`src/smvt_pkg.sv`:
```
// Shared types and constants for the stack machine with variable table
`timescale 1ns / 1ps
`default_nettype none

package smvt_pkg;

    localparam int DATA_W          = 32;
    localparam int CMD_W           = 3;
    localparam int STATUS_W        = 3;
    localparam int STACK_DEPTH_DEF = 64;
    localparam int VAR_ENTRIES_DEF = 16;

    typedef enum logic [CMD_W-1:0] {
        CMD_PUSH  = 3'd0,
        CMD_LOAD  = 3'd1,
        CMD_STORE = 3'd2,
        CMD_ADD   = 3'd3,
        CMD_SUB   = 3'd4
    } smvt_cmd_e;

    typedef enum logic [STATUS_W-1:0] {
        ST_OK        = 3'd0,
        ST_OVERFLOW  = 3'd1,
        ST_UNDERFLOW = 3'd2,
        ST_UNKNOWN   = 3'd3,
        ST_FULL      = 3'd4
    } smvt_status_e;

    typedef struct packed {
        logic accept;
        logic commit;
    } smvt_ctl_t;

    typedef struct packed {
        logic out_free;
    } smvt_sts_t;

endpackage

`default_nettype wire

```
`src/smvt_ctrl.sv`:
```
// Controller state machine: request intake and commit sequencing
`timescale 1ns / 1ps
`default_nettype none

module smvt_ctrl
    import smvt_pkg::*;
(
    input  wire logic      clk,
    input  wire logic      rst_n,
    input  wire logic      in_valid,
    output logic           in_ready,
    input  smvt_sts_t      sts,
    output smvt_ctl_t      ctl
);

    typedef enum logic [1:0] {
        S_IDLE = 2'b01,
        S_EXEC = 2'b10
    } state_t;

    state_t state_reg;
    state_t state_next;

    always_comb
    begin
        state_next = state_reg;
        in_ready   = 1'b0;
        ctl        = '0;
        unique case (state_reg)
            S_IDLE:
            begin
                in_ready   = 1'b1;
                ctl.accept = in_valid;
                if (in_valid)
                begin
                    state_next = S_EXEC;
                end
            end
            S_EXEC:
            begin
                // hold until the result register can take the result
                ctl.commit = sts.out_free;
                if (sts.out_free)
                begin
                    state_next = S_IDLE;
                end
            end
            default:
            begin
                state_next = S_IDLE;
            end
        endcase
    end

    always_ff @(posedge clk or negedge rst_n)
    begin
        if (!rst_n)
        begin
            state_reg <= S_IDLE;
        end
        else
        begin
            state_reg <= state_next;
        end
    end

endmodule

`default_nettype wire

```
`src/smvt_datapath.sv`:
```
// Datapath: value stack memory, variable table, ALU and result register
`timescale 1ns / 1ps
`default_nettype none

module smvt_datapath
    import smvt_pkg::*;
#(
    parameter int STACK_DEPTH = STACK_DEPTH_DEF,
    parameter int VAR_ENTRIES = VAR_ENTRIES_DEF,
    localparam int CW         = $clog2(STACK_DEPTH + 1)
)
(
    input  wire logic                       clk,
    input  wire logic                       rst_n,
    input  smvt_ctl_t                       ctl,
    output smvt_sts_t                       sts,
    input  wire logic [CMD_W-1:0]           in_cmd,
    input  wire logic signed [DATA_W-1:0]   in_const,
    input  wire logic [DATA_W-1:0]          in_key,
    input  wire logic                       in_last,
    output logic                            out_valid,
    input  wire logic                       out_ready,
    output logic signed [DATA_W-1:0]        out_top,
    output logic [CW-1:0]                   out_count,
    output logic [STATUS_W-1:0]             out_status,
    output logic                            out_last
);

    localparam int AW = $clog2(STACK_DEPTH);
    localparam int IW = (VAR_ENTRIES > 1) ? $clog2(VAR_ENTRIES) : 1;
    localparam int UW = $clog2(VAR_ENTRIES + 1);

    logic [DATA_W-1:0] stack_mem [STACK_DEPTH];
    logic [DATA_W-1:0] var_mem   [VAR_ENTRIES];
    logic [DATA_W-1:0] keys_reg  [VAR_ENTRIES];

    logic [CW-1:0]       level_reg;
    logic [CW-1:0]       level_next;
    logic [UW-1:0]       used_reg;
    logic [UW-1:0]       used_next;
    logic [DATA_W-1:0]   tos_reg;
    logic [DATA_W-1:0]   tos_next;

    logic [CMD_W-1:0]    cmd_reg;
    logic [DATA_W-1:0]   cval_reg;
    logic [DATA_W-1:0]   ikey_reg;
    logic                last_reg;
    logic                hit_reg;
    logic [IW-1:0]       hidx_reg;
    logic [DATA_W-1:0]   below_reg;
    logic [DATA_W-1:0]   vrd_reg;

    logic                out_valid_reg;
    logic [DATA_W-1:0]   top_out_reg;
    logic [CW-1:0]       cnt_out_reg;
    logic [STATUS_W-1:0] st_out_reg;
    logic                last_out_reg;

    logic                match_hit;
    logic [IW-1:0]       match_idx;
    logic [CW-1:0]       level_m1;
    logic [CW-1:0]       level_m2;
    logic [DATA_W-1:0]   below_pop;
    logic [DATA_W-1:0]   alu_res;
    logic [STATUS_W-1:0] status;
    logic                stk_we;
    logic [AW-1:0]       stk_waddr;
    logic [DATA_W-1:0]   stk_wdata;
    logic                var_we;
    logic [IW-1:0]       var_waddr;
    logic                key_we;

    assign level_m1 = level_reg - CW'(1);
    assign level_m2 = level_reg - CW'(2);

    always_comb
    begin
        match_hit = 1'b0;
        match_idx = '0;
        for (int i = VAR_ENTRIES - 1; i >= 0; i--)
        begin
            if ((UW'(i) < used_reg) && (keys_reg[i] == in_key))
            begin
                match_hit = 1'b1;
                match_idx = IW'(i);
            end
        end
    end

    always_ff @(posedge clk)
    begin
        if (ctl.accept)
        begin
            cmd_reg   <= in_cmd;
            cval_reg  <= in_const;
            ikey_reg  <= in_key;
            last_reg  <= in_last;
            hit_reg   <= match_hit;
            hidx_reg  <= match_idx;
        end
    end

    always_ff @(posedge clk)
    begin
        if (ctl.commit && stk_we)
        begin
            stack_mem[stk_waddr] <= stk_wdata;
        end
        if (ctl.accept)
        begin
            below_reg <= stack_mem[level_m2[AW-1:0]];
        end
    end

    always_ff @(posedge clk)
    begin
        if (ctl.commit && var_we)
        begin
            var_mem[var_waddr] <= tos_reg;
        end
        if (ctl.accept)
        begin
            vrd_reg <= var_mem[match_idx];
        end
    end

    always_ff @(posedge clk)
    begin
        if (ctl.commit && key_we)
        begin
            keys_reg[var_waddr] <= ikey_reg;
        end
    end

    assign below_pop = (level_reg == CW'(1)) ? '0 : below_reg;
    assign alu_res   = (cmd_reg == CMD_ADD) ? (below_reg + tos_reg) : (below_reg - tos_reg);

    always_comb
    begin
        status     = ST_OK;
        level_next = level_reg;
        used_next  = used_reg;
        tos_next   = tos_reg;
        stk_we     = 1'b0;
        stk_waddr  = level_reg[AW-1:0];
        stk_wdata  = cval_reg;
        var_we     = 1'b0;
        var_waddr  = hidx_reg;
        key_we     = 1'b0;
        unique case (cmd_reg)
            CMD_PUSH:
            begin
                if (level_reg >= CW'(STACK_DEPTH))
                begin
                    status = ST_OVERFLOW;
                end
                else
                begin
                    stk_we     = 1'b1;
                    level_next = level_reg + CW'(1);
                    tos_next   = cval_reg;
                end
            end
            CMD_LOAD:
            begin
                if (!hit_reg)
                begin
                    status = ST_UNKNOWN;
                end
                else if (level_reg >= CW'(STACK_DEPTH))
                begin
                    status = ST_OVERFLOW;
                end
                else
                begin
                    stk_we     = 1'b1;
                    stk_wdata  = vrd_reg;
                    level_next = level_reg + CW'(1);
                    tos_next   = vrd_reg;
                end
            end
            CMD_STORE:
            begin
                if (level_reg == '0)
                begin
                    status = ST_UNDERFLOW;
                end
                else if (hit_reg)
                begin
                    var_we     = 1'b1;
                    level_next = level_m1;
                    tos_next   = below_pop;
                end
                else if (used_reg >= UW'(VAR_ENTRIES))
                begin
                    status = ST_FULL;
                end
                else
                begin
                    var_we     = 1'b1;
                    key_we     = 1'b1;
                    var_waddr  = used_reg[IW-1:0];
                    used_next  = used_reg + UW'(1);
                    level_next = level_m1;
                    tos_next   = below_pop;
                end
            end
            CMD_ADD, CMD_SUB:
            begin
                if (level_reg < CW'(2))
                begin
                    status = ST_UNDERFLOW;
                end
                else
                begin
                    stk_we     = 1'b1;
                    stk_waddr  = level_m2[AW-1:0];
                    stk_wdata  = alu_res;
                    level_next = level_m1;
                    tos_next   = alu_res;
                end
            end
            default:
            begin
                status = ST_OK;
            end
        endcase
    end

    always_ff @(posedge clk or negedge rst_n)
    begin
        if (!rst_n)
        begin
            level_reg     <= '0;
            used_reg      <= '0;
            tos_reg       <= '0;
            out_valid_reg <= 1'b0;
        end
        else
        begin
            if (ctl.commit)
            begin
                level_reg     <= level_next;
                used_reg      <= used_next;
                tos_reg       <= tos_next;
                out_valid_reg <= 1'b1;
            end
            else if (out_ready)
            begin
                out_valid_reg <= 1'b0;
            end
        end
    end

    always_ff @(posedge clk)
    begin
        if (ctl.commit)
        begin
            top_out_reg  <= tos_next;
            cnt_out_reg  <= level_next;
            st_out_reg   <= status;
            last_out_reg <= last_reg;
        end
    end

    assign sts.out_free = !out_valid_reg || out_ready;
    assign out_valid    = out_valid_reg;
    assign out_top      = top_out_reg;
    assign out_count    = cnt_out_reg;
    assign out_status   = st_out_reg;
    assign out_last     = last_out_reg;

endmodule

`default_nettype wire

```
`src/stack_machine_with_variable_table_unit.sv`:
```
// Top level of the stack machine with variable table
//
// channel  dir  tdata                                      tuser        tlast
// s_axis   in   [31:0] const_value, [63:32] name_key       [2:0] cmd    last_instruction
// m_axis   out  [31:0] top_value, [32+:CW] stack_count     [2:0] status program_done
//
// Each request passes an accept state, which takes it, compares the name against all
// table keys and reads the stack memory and variable memory; a commit state then
// commits the stack and table updates and loads the result register.
// A request is taken while the previous result still waits in the result register.
// A stalled result holds the commit cycle; reset clears the stack level and table fill.
`timescale 1ns / 1ps
`default_nettype none

module stack_machine_with_variable_table_unit
    import smvt_pkg::*;
#(
    parameter int STACK_DEPTH = STACK_DEPTH_DEF,
    parameter int VAR_ENTRIES = VAR_ENTRIES_DEF,
    localparam int CW         = $clog2(STACK_DEPTH + 1),
    localparam int OUT_W      = ((DATA_W + CW + 7) / 8) * 8
)
(
    input  wire logic                  clk,
    input  wire logic                  rst_n,
    input  wire logic                  s_axis_tvalid,
    output logic                       s_axis_tready,
    input  wire logic [2*DATA_W-1:0]   s_axis_tdata,  // const_value, name_key
    input  wire logic [CMD_W-1:0]      s_axis_tuser,  // cmd
    input  wire logic                  s_axis_tlast,
    output logic                       m_axis_tvalid,
    input  wire logic                  m_axis_tready,
    output logic [OUT_W-1:0]           m_axis_tdata,  // top_value, stack_count, zero pad
    output logic [STATUS_W-1:0]        m_axis_tuser,  // status
    output logic                       m_axis_tlast
);

    smvt_ctl_t                 ctl;
    smvt_sts_t                 sts;
    logic signed [DATA_W-1:0]  top_value;
    logic [CW-1:0]             stack_count;

    smvt_ctrl u_ctrl (
        .clk      (clk),
        .rst_n    (rst_n),
        .in_valid (s_axis_tvalid),
        .in_ready (s_axis_tready),
        .sts      (sts),
        .ctl      (ctl)
    );

    smvt_datapath #(
        .STACK_DEPTH (STACK_DEPTH),
        .VAR_ENTRIES (VAR_ENTRIES)
    ) u_dp (
        .clk        (clk),
        .rst_n      (rst_n),
        .ctl        (ctl),
        .sts        (sts),
        .in_cmd     (s_axis_tuser),
        .in_const   (s_axis_tdata[DATA_W-1:0]),
        .in_key     (s_axis_tdata[2*DATA_W-1:DATA_W]),
        .in_last    (s_axis_tlast),
        .out_valid  (m_axis_tvalid),
        .out_ready  (m_axis_tready),
        .out_top    (top_value),
        .out_count  (stack_count),
        .out_status (m_axis_tuser),
        .out_last   (m_axis_tlast)
    );

    assign m_axis_tdata = OUT_W'({stack_count, top_value});

endmodule

`default_nettype wire

```
`config.mk`:
```
export PLATFORM = sky130hd
export DESIGN_NAME = stack_machine_with_variable_table_unit
export DESIGN_NICKNAME = d
export VERILOG_FILES = /design/src/smvt_pkg.sv /design/src/smvt_ctrl.sv /design/src/smvt_datapath.sv /design/src/stack_machine_with_variable_table_unit.sv
export SDC_FILE = /design/constraint.sdc
export NUM_CORES = 2
export LEC_CHECK = 0
export ABC_AREA = 1
export BUFFER_PORTS_ARGS = -buffer_cell sky130_fd_sc_hd__buf_2
export CAP_MARGIN = 20
export CORE_UTILIZATION = 35
export CTS_CLUSTER_DIAMETER = 40
export CTS_CLUSTER_SIZE = 8
export DETAILED_ROUTE_END_ITERATION = 7
export SETUP_SLACK_MARGIN = 0.15
export SLEW_MARGIN = 20
export SYNTH_ARGS = -nofsm -noshare
export SYNTH_HDL_FRONTEND = slang
export SYNTH_HIERARCHICAL = 1
export SYNTH_SLANG_ARGS = --single-unit
export TNS_END_PERCENT = 100
```
`constraint.sdc`:
```
create_clock -name clk -period 15.7 [get_ports clk]
set_clock_uncertainty 0.1 [all_clocks]
set_input_delay 3.14 -clock clk [delete_from_list [all_inputs] [get_ports clk]]
set_output_delay 3.14 -clock clk [all_outputs]
set_load 0.01 [all_outputs]
```
==> flow_metrics.py <==
metrics = {
    "worst_setup_path": {
        "criticalPathCategory": "input pin to register",
        "worstPathArrival_ns": 8.86,
        "crit_family": "simple AND/OR/NAND/NOR gates",
        "worst_path_most_repeated_cell": "nand2_1",
        "r2r_slack_ns": 9.20,
        "r2r_cells": 10,
        "r2r_end": "u_dp/stack_mem[22][25]",
        "crit_fanout": 96,
        "r2r-start": "u_dp/level_reg[1]",
        "worst-path-buf-inv": 3,
        "crit_path_start_kind": "input pin",
        "crit_path_max_incr_delay_ns": 0.92,
        "crit_required_ns": 16.43,
        "cp-end-kind": "register",
        "cp_slowest_cell": "inv_2",
    },
    "global_route": {
        "grt_max_degree": 198,
        "grtUsageMet1": 0.297,
        "grt_usage": 0.216,
        "antenna_found_initial": 26,
        "grt-busiest-layer": "met2",
        "grt_overflow": 0,
        "grtUsageMet2": 0.330,
        "grt_first_pass_wirelength_microns": 619000,
        "grt_use_met3": 0.0395,
        "grt_pass1_vias": 85200,
    },
    "synthesis": {
        "muxShareOfSynthArea": 0,
        "yosysUniqueCellTypes": 63,
        "synth_fa_ha_area_frac": 0.00384,
        "postSynth.asyncResetShare": 0.0142,
        "syn_nets": 11000,
        "synth_edf_count": 3252,
        "synth-simple-area-share": 0.110,
        "synth_cells": 10800,
        "ys_warn_count": 6,
        "synth_top_flop_cell": "edfxtp_1",
        "synth.top_cells.by_area": "edfxtp_1 72%, o21ai_0 5.3%, nor2_1 4.6%",
        "syn_area_sq_um": 136000,
        "yosys.area.top_type": "edfxtp_1",
        "ys_seq_elements": 3299,
        "avgSynthCellArea_sq_um": 12.5,
        "synth_top_family_by_area": "simple AND/OR/NAND/NOR gates",
        "synth-compound-area-share": 0.102,
        "synth_xor_area_frac": 0.0257,
        "yosysTopAreaCellShare": 0.720,
        "yosysSeqAreaShare": 0.729,
    },
    "placement": {
        "place_hpwl_microns": 235000,
        "place.port_buffers": 116,
        "placed_area_sq_um": 143000,
        "place_ws_ns": 6.80,
        "gp_congestion": 0.959,
    },
    "sta": {
        "setup_violations": 0,
        "finalHoldViolCount": 0,
        "min_period_ns": 8.14,
        "maxSlewHeadroom": 0.110,
        "rsz0062_at_grt": "no",
        "finalSetupTns_ns": 0,
        "worst_pin_slew_ns": 1.32,
        "slew_violations": 0,
        "final.period_utilization": 0.518,
        "max_freq_mhz": 123,
        "timing.final.ws_setup_ns": 7.56,
    },
    "cts": {
        "cts_buffers": 524,
        "clock_path_buffers": 4,
        "cts_tree": "done",
        "htreeDepth": 6,
        "cts_resized": 0,
        "clock_latency_ns": 1.01,
        "post_cts_buffers": 0,
        "cts_root_buf": "clkbuf_16",
        "cts.sinks": 3299,
        "clk_pin_slew_ns": 0.05,
        "postCtsHoldBufs": 0,
    },
    "floorplanning": {
        "die_w_microns": 625,
        "dieArea_sq_um": 390000,
        "num_rows": 228,
        "core_sq_um": 386000,
        "start_util": 0.352,
        "io_pins": 118,
        "die_h_microns": 625,
    },
    "cells_and_area": {
        "largest_reg_flops": 2048,
        "synthToLayoutAreaGrowth_pct": 16.8,
        "nets": 11200,
        "fillers": 35500,
        "fin_util": 0.411,
        "final_area_sq_um": 158000,
        "drive_gt1_frac": 0.105,
    },
    "route": {
        "vias": 91800,
        "first_iter_violations": 12100,
        "via_per_inst": 5.58,
        "firstDrtPassIters": 6,
        "drc": 0,
        "totalWireLength_microns": 437000,
        "ant_nets": 0,
        "wl_per_cell_microns": 26.5,
    },
    "pwr": {
        "peakVddDrop_v": 0.000376,
        "pwr_density_cell_nw_per_um2": 193,
        "p_leak_nw": 53.2,
    },
    "min_path": {
        "hp-start": "u_dp/last_reg",
        "whs_path_depth": 0,
        "hold_class": "register to register",
        "hold_path_end": "u_dp/out_last",
    },
    "run_status": {
        "status": "finished, final reports clean",
    },
    "flow_run": {
        "max-cap-violations": 0,
    },
}
==> layout by cell type, fill, tap and decap left out, drive strengths merged, types with 3 or more instances in the layout <==
cell type and count:
ha 40, a22o 14, a22oi 16, buf 351, nand4 70, a21oi 92
o22ai 675, inv 294, a31oi 7, a21boi 4, edfxtp 3252, o21a 6
o211ai 39, and2 6, diode 13, o21ai 1463, clkbuf 629, nand3b 3
dfrtp 46, nor3 30, bufinv 17, nor4 47, nor2 1649, o32ai 31
a221oi 20, a211oi 8, xor2 176, nand3 490, clkinv 93, a32oi 5
a2111oi 4, o31ai 5, or2 15, o221ai 24, o2111ai 23, clkinvlp 7
or4 3, xnor2 222, nand2 1386
==> cell type report <==
class                           count  area (sq um)  area share
Clock inverter                    129          1650      0.0104
Tap cell                         5175          6470      0.0409
Sequential cell                  3299         98800       0.624
Inverter                          282          1090     0.00690
Clock buffer                      629         13800      0.0869
Timing Repair Buffer              351          2530      0.0160
Antenna cell                       13          32.5    0.000205
Multi-Input combinational cell   6585         34000       0.215
==> through the flow <==
stage               cells  hold WS, ns  power [mW]
floorplan           10800        0.300        16.1
global placement    15700        0.325        20.2
detailed placement  15700        0.322        20.2
CTS                 16400        0.350        30.5
global route        16500        0.365        31.7
finish              16500        0.341        30.6
==> power by group <==
group	leakage, nW	total (mW)	switching, mW	internal [mW]
Clock	7.47	10.3	3.89	6.43
Sequential	30.0	11.2	0.426	10.8
Combinational	15.7	9.09	6.99	2.10
==> worst max path at each step <==
stage	end	cells after the start	slack (ns)	startpoint
6_report	u_dp/vrd_reg[20]	26	7.56	s_axis_tdata[49]
4_1_cts	u_dp/vrd_reg[24]	26	7.80	s_axis_tdata[49]
2_1_floorplan	u_dp/keys_reg[10][0]	9	5.98	m_axis_tready
5_1_grt	u_dp/vrd_reg[17]	26	7.42	s_axis_tdata[49]
3_5_place_dp	u_dp/vrd_reg[20]	26	6.80	s_axis_tdata[49]
3_3_place_gp	u_dp/vrd_reg[23]	26	6.85	s_axis_tdata[49]
==> cells in the mapped netlist, types with 14 or more instances <==
| cell | instances |
|---|---|
| inv_1 | 241 |
| xnor2_1 | 222 |
| nor4_1 | 47 |
| a221oi_1 | 20 |
| o221ai_1 | 24 |
| buf_1 | 17 |
| buf_4 | 16 |
| o21ai_1 | 19 |
| nor2_1 | 1649 |
| o32ai_1 | 31 |
| nor3_1 | 28 |
| nand2_1 | 1383 |
| nand3_1 | 489 |
| o2111ai_1 | 23 |
| clkbuf_1 | 515 |
| a22o_1 | 14 |
| xor2_1 | 176 |
| ha_1 | 40 |
| nand4_1 | 70 |
| inv_2 | 33 |
| edfxtp_1 | 3252 |
| buf_2 | 99 |
| o211ai_1 | 39 |
| a21oi_1 | 91 |
| o21ai_0 | 1444 |
| o22ai_1 | 675 |
| buf_6 | 33 |
| a22oi_1 | 15 |
| dfrtp_1 | 46 |
==> routing by layer <==
layer	vias up	part of all wire
li1	39900	-
met3	898	0.096
met5	-	0.00014
met1	45900	0.40
met4	8	0.052
met2	5044	0.45
==> worst register-to-register path: stages, from the launching register on <==
cell     delay [ns]
dfrtp_4        0.88
inv_8          0.39
ha_1           0.39
xnor2_2        0.67
buf_4          0.74
buf_12         0.56
o22ai_1        0.55
nor2_1         0.33
nand2_1        0.50
nor2_4         0.23
buf_4          0.63
==> cell families (layout without fill, tap and decap cells) <==
family                     Yosys count  count (layout)
and+or+nand+nor                   3701            3701
DFF                               3299            3299
AOI/OAI and AO/OA                 2444            2444
buffers and inverters              964            1391
xor gates and xnor gates           398             398
adders and majority gates           41              41
other                                1              14
Note: power is estimated with default switching activity, not from simulation.
